$ cat config.mk
export PLATFORM = sky130hd
export DESIGN_NAME = gshb_ctrl
export DESIGN_NICKNAME = d
export VERILOG_FILES = /design/src/rtl/gshb_pkg.sv /design/src/rtl/gshb_ctrl.sv
export SDC_FILE = /design/constraint.sdc
export NUM_CORES = 1
export LEC_CHECK = 0
export ABC_CLOCK_PERIOD_IN_PS = 2000
export BUFFER_PORTS_ARGS = -buffer_cell sky130_fd_sc_hd__buf_4
export CELL_PAD_IN_SITES_DETAIL_PLACEMENT = 1
export CELL_PAD_IN_SITES_GLOBAL_PLACEMENT = 2
export CORE_UTILIZATION = 25
export DETAILED_ROUTE_END_ITERATION = 8
export PLACE_DENSITY_LB_ADDON = 0.2
export SETUP_SLACK_MARGIN = 0.02
export SLEW_MARGIN = 5
export SYNTH_ARGS = -nofsm -noshare
export SYNTH_HDL_FRONTEND = slang
export SYNTH_SLANG_ARGS = --single-unit
$ cat constraint.sdc
create_clock -name aclk -period 2 [get_ports aclk]
set_clock_uncertainty 0.2 [all_clocks]
set_input_delay 0 -clock aclk [delete_from_list [all_inputs] [get_ports aclk]]
set_output_delay 0 -clock aclk [all_outputs]
set_load 0.1 [all_outputs]
$ cat src/rtl/gshb_pkg.sv
// Shared types, constants and helpers for the symbol hash table builder.
package gshb_pkg;

    // Table sizes and widths
    localparam int MAX_SYMBOLS = 1024;
    localparam int MAX_BUCKETS = 257;
    localparam int MAX_BLOOM   = 16;
    localparam int SYM_W  = 11;   // symbol count, 0..1024
    localparam int IDX_W  = 10;   // symbol table address
    localparam int BKT_W  = 9;    // bucket index and bucket count
    localparam int BLM_W  = 5;    // bloom word count, 1..16
    localparam int WIDX_W = 4;    // bloom word address
    localparam int OUT_W  = 89;   // packed result payload

    localparam logic [31:0] HASH_SEED = 32'd5381;

    // Input function codes
    localparam logic [2:0] FN_BYTE      = 3'd0;
    localparam logic [2:0] FN_BUILD     = 3'd1;
    localparam logic [2:0] FN_RD_BLOOM  = 3'd2;
    localparam logic [2:0] FN_RD_BUCKET = 3'd3;
    localparam logic [2:0] FN_RD_CHAIN  = 3'd4;
    localparam logic [2:0] FN_RD_ORDER  = 3'd5;

    // Result status codes
    localparam logic [1:0] RS_BUILD_DONE = 2'd0;
    localparam logic [1:0] RS_READ_DATA  = 2'd1;
    localparam logic [1:0] RS_RANGE      = 2'd2;
    localparam logic [1:0] RS_BUILD_OVF  = 2'd3;

    typedef enum logic [4:0] {
        S_IDLE, S_INIT, S_CLR, S_CNT_RD, S_CNT_DIV, S_CNT_WAIT, S_CNT_INC,
        S_PFX_RD, S_PFX_WR, S_SC_RD, S_SC_SLOT, S_SC_WR,
        S_FIN_RD, S_FIN_H, S_FIN_WR, S_FIN_END, S_READ
    } state_t;

    typedef enum logic [4:0] {
        OP_IDLE, OP_INIT, OP_CLR, OP_CNT_RD, OP_CNT_DIV, OP_CNT_WAIT, OP_CNT_INC,
        OP_PFX_RD, OP_PFX_WR, OP_SC_RD, OP_SC_SLOT, OP_SC_WR,
        OP_FIN_RD, OP_FIN_H, OP_FIN_WR, OP_FIN_END, OP_READ
    } op_t;

    typedef struct packed {
        op_t  op;
        logic take;   // input item accepted this cycle
    } dp_cmd_t;

    typedef struct packed {
        logic i_done;     // symbol counter reached the build count
        logic b_done;     // bucket counter reached the bucket count
        logic clr_last;   // last bucket entry being cleared
        logic div_done;   // remainder ready
        logic out_busy;   // result register full and not taken
    } dp_stat_t;

    // Smallest power of two not below count/64 rounded down, at least one
    function automatic logic [BLM_W-1:0] bloom_words_for(input logic [SYM_W-1:0] cnt);
        logic [BLM_W-1:0] q;
        logic [BLM_W-1:0] p;
        q = cnt[SYM_W-1:6];
        p = BLM_W'(1);
        for (int k = 0; k < 4; k++) begin
            if (p < q) begin
                p = {p[BLM_W-2:0], 1'b0};
            end
        end
        return p;
    endfunction

endpackage

$ cat src/rtl/gshb_ctrl.sv
// Controller: sequences item handling and the build passes.
module gshb_ctrl (
    input  logic                aclk,
    input  logic                aresetn,
    input  logic                in_valid,
    input  logic [2:0]          in_func,
    output logic                in_ready,
    input  gshb_pkg::dp_stat_t  stat,
    output gshb_pkg::dp_cmd_t   cmd
);
    import gshb_pkg::*;

    state_t state_reg, state_next;
    logic   take;

    assign in_ready = (state_reg == S_IDLE) && !stat.out_busy;
    assign take     = in_valid && in_ready;

    // State register
    always_ff @(posedge aclk) begin
        if (!aresetn) begin
            state_reg <= S_IDLE;
        end else begin
            state_reg <= state_next;
        end
    end

    // Next state and command
    always_comb begin
        state_next = state_reg;
        cmd.take   = take;
        cmd.op     = OP_IDLE;
        unique case (state_reg)
            S_IDLE: begin
                if (take) begin
                    if (in_func == FN_BUILD) begin
                        state_next = S_INIT;
                    end else if ((in_func == FN_RD_BLOOM) || (in_func == FN_RD_BUCKET)
                                 || (in_func == FN_RD_CHAIN) || (in_func == FN_RD_ORDER)) begin
                        state_next = S_READ;
                    end
                end
            end
            S_INIT: begin
                cmd.op     = OP_INIT;
                state_next = S_CLR;
            end
            S_CLR: begin
                cmd.op = OP_CLR;
                if (stat.clr_last) begin
                    state_next = S_CNT_RD;
                end
            end
            S_CNT_RD: begin
                cmd.op     = OP_CNT_RD;
                state_next = stat.i_done ? S_PFX_RD : S_CNT_DIV;
            end
            S_CNT_DIV: begin
                cmd.op     = OP_CNT_DIV;
                state_next = S_CNT_WAIT;
            end
            S_CNT_WAIT: begin
                cmd.op = OP_CNT_WAIT;
                if (stat.div_done) begin
                    state_next = S_CNT_INC;
                end
            end
            S_CNT_INC: begin
                cmd.op     = OP_CNT_INC;
                state_next = S_CNT_RD;
            end
            S_PFX_RD: begin
                cmd.op     = OP_PFX_RD;
                state_next = stat.b_done ? S_SC_RD : S_PFX_WR;
            end
            S_PFX_WR: begin
                cmd.op     = OP_PFX_WR;
                state_next = S_PFX_RD;
            end
            S_SC_RD: begin
                cmd.op     = OP_SC_RD;
                state_next = stat.i_done ? S_FIN_RD : S_SC_SLOT;
            end
            S_SC_SLOT: begin
                cmd.op     = OP_SC_SLOT;
                state_next = S_SC_WR;
            end
            S_SC_WR: begin
                cmd.op     = OP_SC_WR;
                state_next = S_SC_RD;
            end
            S_FIN_RD: begin
                cmd.op     = OP_FIN_RD;
                state_next = stat.i_done ? S_FIN_END : S_FIN_H;
            end
            S_FIN_H: begin
                cmd.op     = OP_FIN_H;
                state_next = S_FIN_WR;
            end
            S_FIN_WR: begin
                cmd.op     = OP_FIN_WR;
                state_next = S_FIN_RD;
            end
            S_FIN_END: begin
                cmd.op     = OP_FIN_END;
                state_next = S_IDLE;
            end
            S_READ: begin
                cmd.op     = OP_READ;
                state_next = S_IDLE;
            end
            default: state_next = S_IDLE;
        endcase
    end

    accept_idle_only: assert property (@(posedge aclk) disable iff (!aresetn)
        (in_valid && in_ready) |-> (state_reg == S_IDLE))
        else $error("item accepted outside idle");
    wait_to_inc: assert property (@(posedge aclk) disable iff (!aresetn)
        (state_reg == S_CNT_WAIT && stat.div_done) |=> (state_reg == S_CNT_INC))
        else $error("count pass lost a remainder");
endmodule

After elaboration in Yosys (flattened, before gate mapping)

Cells that the tools add are included.

Register bits: 5
Word-level logic and storage cells: 45
Bits of input ports: 11
Output and inout bits: 7

Reductions and logical operators: 8
Eq/ne operators: 25
Muxes and demuxes: 11

Operators by type and width:

| cell                 | number |
|---|---|
| $pmux W5 S16         | 1 |
| $pmux W5 S15         | 1 |
| $eq A5 B4 Y1 const B | 8 |
| $mux W5              | 5 |
| $eq A5 B3 Y1 const B | 4 |
| $eq A5 B2 Y1 const B | 2 |
| $eq A3 B2 Y1 const B | 2 |
| $eq A3 B3 Y1 const B | 2 |
| $ne A2 B2 Y1 const B | 3 |
| $eq A5 B1 Y1 const B | 1 |
| $eq A5 B5 Y1 const B | 1 |
| $logic_not A5 Y1     | 1 |
| $mux W2              | 2 |
| $reduce_and A4 Y1    | 1 |
| $eq A3 B1 Y1 const B | 1 |
| $logic_or A1 B1 Y1   | 3 |
| $mux W3              | 1 |
| $ne A3 B1 Y1 const B | 1 |
| $logic_and A1 B1 Y1  | 2 |
| $logic_not A1 Y1     | 1 |
| $mux W1              | 1 |

Logic depth before layout (Yosys ltp)

Depth after elaboration: 8
Depth in mapped cells: 5
Depth with buffers taken out: 4

Least setup slack after synthesis

No wires, ideal clock.

Path kind: register to register
From: register state_reg[2]
To: register state_reg[0]
Data arrival time: 2.382 ns
Path buffers: 1
Library setup time: 0.088 ns
Setup slack: -0.670 ns
Stages on the path, launching flop included: 5
Cell sequence: dfxtp_1 -> buf_2 -> nor2b_1 -> a31oi_1 -> a221oi_2

Word-level cells in the longest chain between the ends: 5
Elaborated cells between the ends (all ways): 23

Ends and longest elaborated chain:

| item                               | RTL line                         | text |
|---|---|---|
| from (decl)                        | gshb_ctrl.sv:13                  | `state_t state_reg, state_next;` |
| from (signal assigned)             | gshb_ctrl.sv:24                  | `state_reg <= state_next;` |
| $logic_not A5 Y1                   | gshb_ctrl.sv:16, gshb_ctrl.sv:33 |  |
| $logic_and A1 B1 Y1                | gshb_ctrl.sv:16                  | `assign in_ready = (state_reg == S_IDLE) && !stat.out_busy;` |
| $logic_and A1 B1 Y1                | gshb_ctrl.sv:17                  | `assign take = in_valid && in_ready;` |
| $ne A2 B2 Y1 (no source line)      | -                                |  |
| $reduce_and A4 Y1 (no source line) | -                                |  |

Several ways; a longest one is shown, not always the timed one.
A chain may end at the register's enable or synchronous reset.

==> flow_metrics.env <==
export IMPL_drtIter0Drc=11
export IMPL_synth_distinct_cells=34
export IMPL_clockRootBuffer="clkbuf_4"
export IMPL_hold_slack_ns=-0.004767
export IMPL_cp_buffers_inverters=1
export IMPL_grt_pass1_vias=545
export IMPL_h_tree_depth=1
export IMPL_power_switching_mw=0.1380
export IMPL_synth_edf_count=0
export IMPL_yosysMostFrequentCell="nor2b_1"
export IMPL_cts_setup_buffers=0
export IMPL_slowest_delay_ns=0.55
export IMPL_initial_utilization_pct=28.06
export IMPL_p_sw_share_pct=37.59
export IMPL_netlist_instances=65
export IMPL_drive_gt1_share_pct=45.56
export IMPL_rsz0062_at_grt="yes"
export IMPL_wirelength_um=1677
export IMPL_post_place_ws_ns=0.2208
export IMPL_dp_hpwl_um=1149
export IMPL_hp_class="input port to register"
export IMPL_synth_nets=76
export IMPL_clk_insertion_delay_late_ns=0.26
export IMPL_max_freq_mhz=522.0
export IMPL_antenna_cells=0
export IMPL_core_area_sq_um=1802
export IMPL_gp_congestion=0.7659
export IMPL_setup_viol=0
export IMPL_intPower_mw=0.2292
export IMPL_cap_violations=0
export IMPL_antenna_found_initial=0
export IMPL_ys_ff_latch=5
export IMPL_numClockSinks=5
export IMPL_crit_type="register to output port"
export IMPL_synth_area_leader_cell="dfxtp_1"
export IMPL_violations="hold timing"
export IMPL_drv_slew=0
export IMPL_r2r_setup_slack_ns=0.24
export IMPL_syn_area_sq_um=505.5
export IMPL_synth_avg_cell_area_sq_um=7.777
export IMPL_tightest_slew_ns=0.5596
export IMPL_ys_flop_type="dfxtp_1"
export IMPL_clkTransAtPathRegs_ns=0.05
export IMPL_drc=0
export IMPL_final_hold_violation_count=1
export IMPL_power_frac_comb_pct=34.9
export IMPL_die_area_sq_um=2206
export IMPL_die_x_um=46.97
export IMPL_cp_start_kind="register"
export IMPL_wl_per_cell_um=14.58
export IMPL_grt_pass1_wl_um=2642
export IMPL_status="finished with violations"
export IMPL_grt_max_degree=14
export IMPL_slew_headroom_pct=62.62
export IMPL_finalPower_mw=0.3672
export IMPL_drt_first_pass_iters=4
export IMPL_async_flop_share_pct=0
export IMPL_yosysTopAreaCellShare_pct=19.80
export IMPL_p_seq_share_pct=28.5
export IMPL_cp_max_fo=5
export IMPL_layout_min_cycle_time_ns=1.916
export IMPL_clock_power_share_pct=36.6
export IMPL_io_pins=18
export IMPL_nets=102
export IMPL_grt_usage_pct=17.72
export IMPL_num_vias=590
export IMPL_ir_worst_vdd_mv=0.2694
export IMPL_fin_util_pct=44.24
export IMPL_cp_cell_sequence="or4_4 -> nand2b_4 -> nor3_4 -> buf_12"
export IMPL_endpoint_kind="output port"
export IMPL_nFillCells=214
export IMPL_cp_data_arrival_time_ns=1.72
export IMPL_p_per_area_nw_per_um2=460.8
export IMPL_overflow=0
export IMPL_period_share_pct=95.78
export IMPL_cts_made_buffers=3
export IMPL_critPathTopFamily="simple AND/OR/NAND/NOR gates"
export IMPL_postRouteAntennaNets=0
export IMPL_synth_area_top_cells="dfxtp_1 (20%), nor2b_1 (8.7%), o2111ai_4 (5.2%), nor3_1 (5.0%), nor2_1 (4.5%)"
export IMPL_yosysSeqAreaShare_pct=19.80
export IMPL_viasPerCell=5.130
export IMPL_cts_tree="yes"
export IMPL_timing_final_ws_setup_ns=0.08439
export IMPL_fp_dieH_um=46.97
export IMPL_rows=15
export IMPL_io_buffers=17
export IMPL_clk_path_buf_depth=2
export IMPL_synthTopCellsByCount="nor2b_1 (7), nor2_1 (6), dfxtp_1 (5), nor3_1 (5)"
export IMPL_cp_slowest_cell="or4_4"
export IMPL_cellLeakagePower_nw=0.3282
export IMPL_syn_to_final_growth_pct=57.67
export IMPL_cp_required_ns=1.80
export IMPL_largest_reg_flops=5
export IMPL_ys_warn_count=0
-- repair_timing --
item | 4_1_cts | 5_1_grt
gates resized for setup | 2 | 5
hold endpoints to repair | 5 | 0
setup endpoints to repair | 1 | 3
hold buffers | 6 | 0
-- worst register-to-register path, stage by stage (launching register included) --
cell       delay [ns]
dfxtp_1          0.34
or4_4            0.55
nand2b_4         0.21
o2111ai_4        0.24
a211oi_1         0.09
-- power groups by stage --
stage                     Clock, mW  Combinational (mW)  Sequential [mW]
final                         0.135               0.128            0.105
after floorplan                   0              0.0790            0.104
after detailed placement          0               0.110            0.107
after CTS                     0.138               0.121            0.105
after global placement            0               0.111            0.107
after global routing          0.148               0.135            0.105
-- worst paths after layout --
| kind | start | to | depth (start not counted) |
|---|---|---|---|
| setup / recovery | state_reg[3] | cmd[0] | 4 |
| hold / removal | in_func[1] | state_reg[4] | 4 |
| setup reg to reg | state_reg[3] | state_reg[3] | 4 |
| hold reg to reg | state_reg[4] | state_reg[2] | 1 |
-- routing by layer --
metal  up-vias  routed length [um]  track usage (%)
met3         2                  39            3.462
met4         0                  27            6.857
met5         -                   0                0
li1        290                   -                -
met1       286                 900            27.13
met2        12                 709            23.89
-- cell usage in the layout, fill, tap and decap left out, types with 2 or more instances in the layout --
cell            n
dfxtp_1         4
nor2b_1         3
o21ai_0         2
nor2b_2         4
o211ai_1        2
clkbuf_4        3
dlygate4sd3_1   5
nor3_1          4
buf_4          20
nand2_1         2
inv_1           2
a21oi_1         3
nand2b_1        3
nor2_1          4
or3_1           2
-- cell families (layout without fill, tap and decap cells) --
| group | after synthesis | after routing | synth area share (%) |
|---|---|---|---|
| AOI/OAI and AO/OA | 19 | 19 | 32.92 |
| buffers and inverters | 9 | 34 | 8.168 |
| DFF | 5 | 5 | 19.80 |
| muxes | 1 | 1 | 1.980 |
| and+or+nand+nor | 31 | 31 | 37.13 |
-- area by class of cell --
type                       count  area (sq um)  share of cell area (%)
tap                           25         31.28                   3.925
sequential                     5         101.3                   12.72
multi-input combinational     51         395.4                   49.61
timing repair buffer          27         231.5                   29.04
clock buffer                   4         26.28                   3.297
inverter                       3         11.26                   1.413
-- metrics by stage --
step	instances	cell area (sq um)	TNS (ns)
after floorplan	65	525.5	-0.06632
after global placement	106	691.9	0
after detailed placement	106	691.9	0
after CTS	116	787.0	0
after global routing	115	797.0	0
final	115	797.0	0
Note: power is estimated with default switching activity, not from simulation.
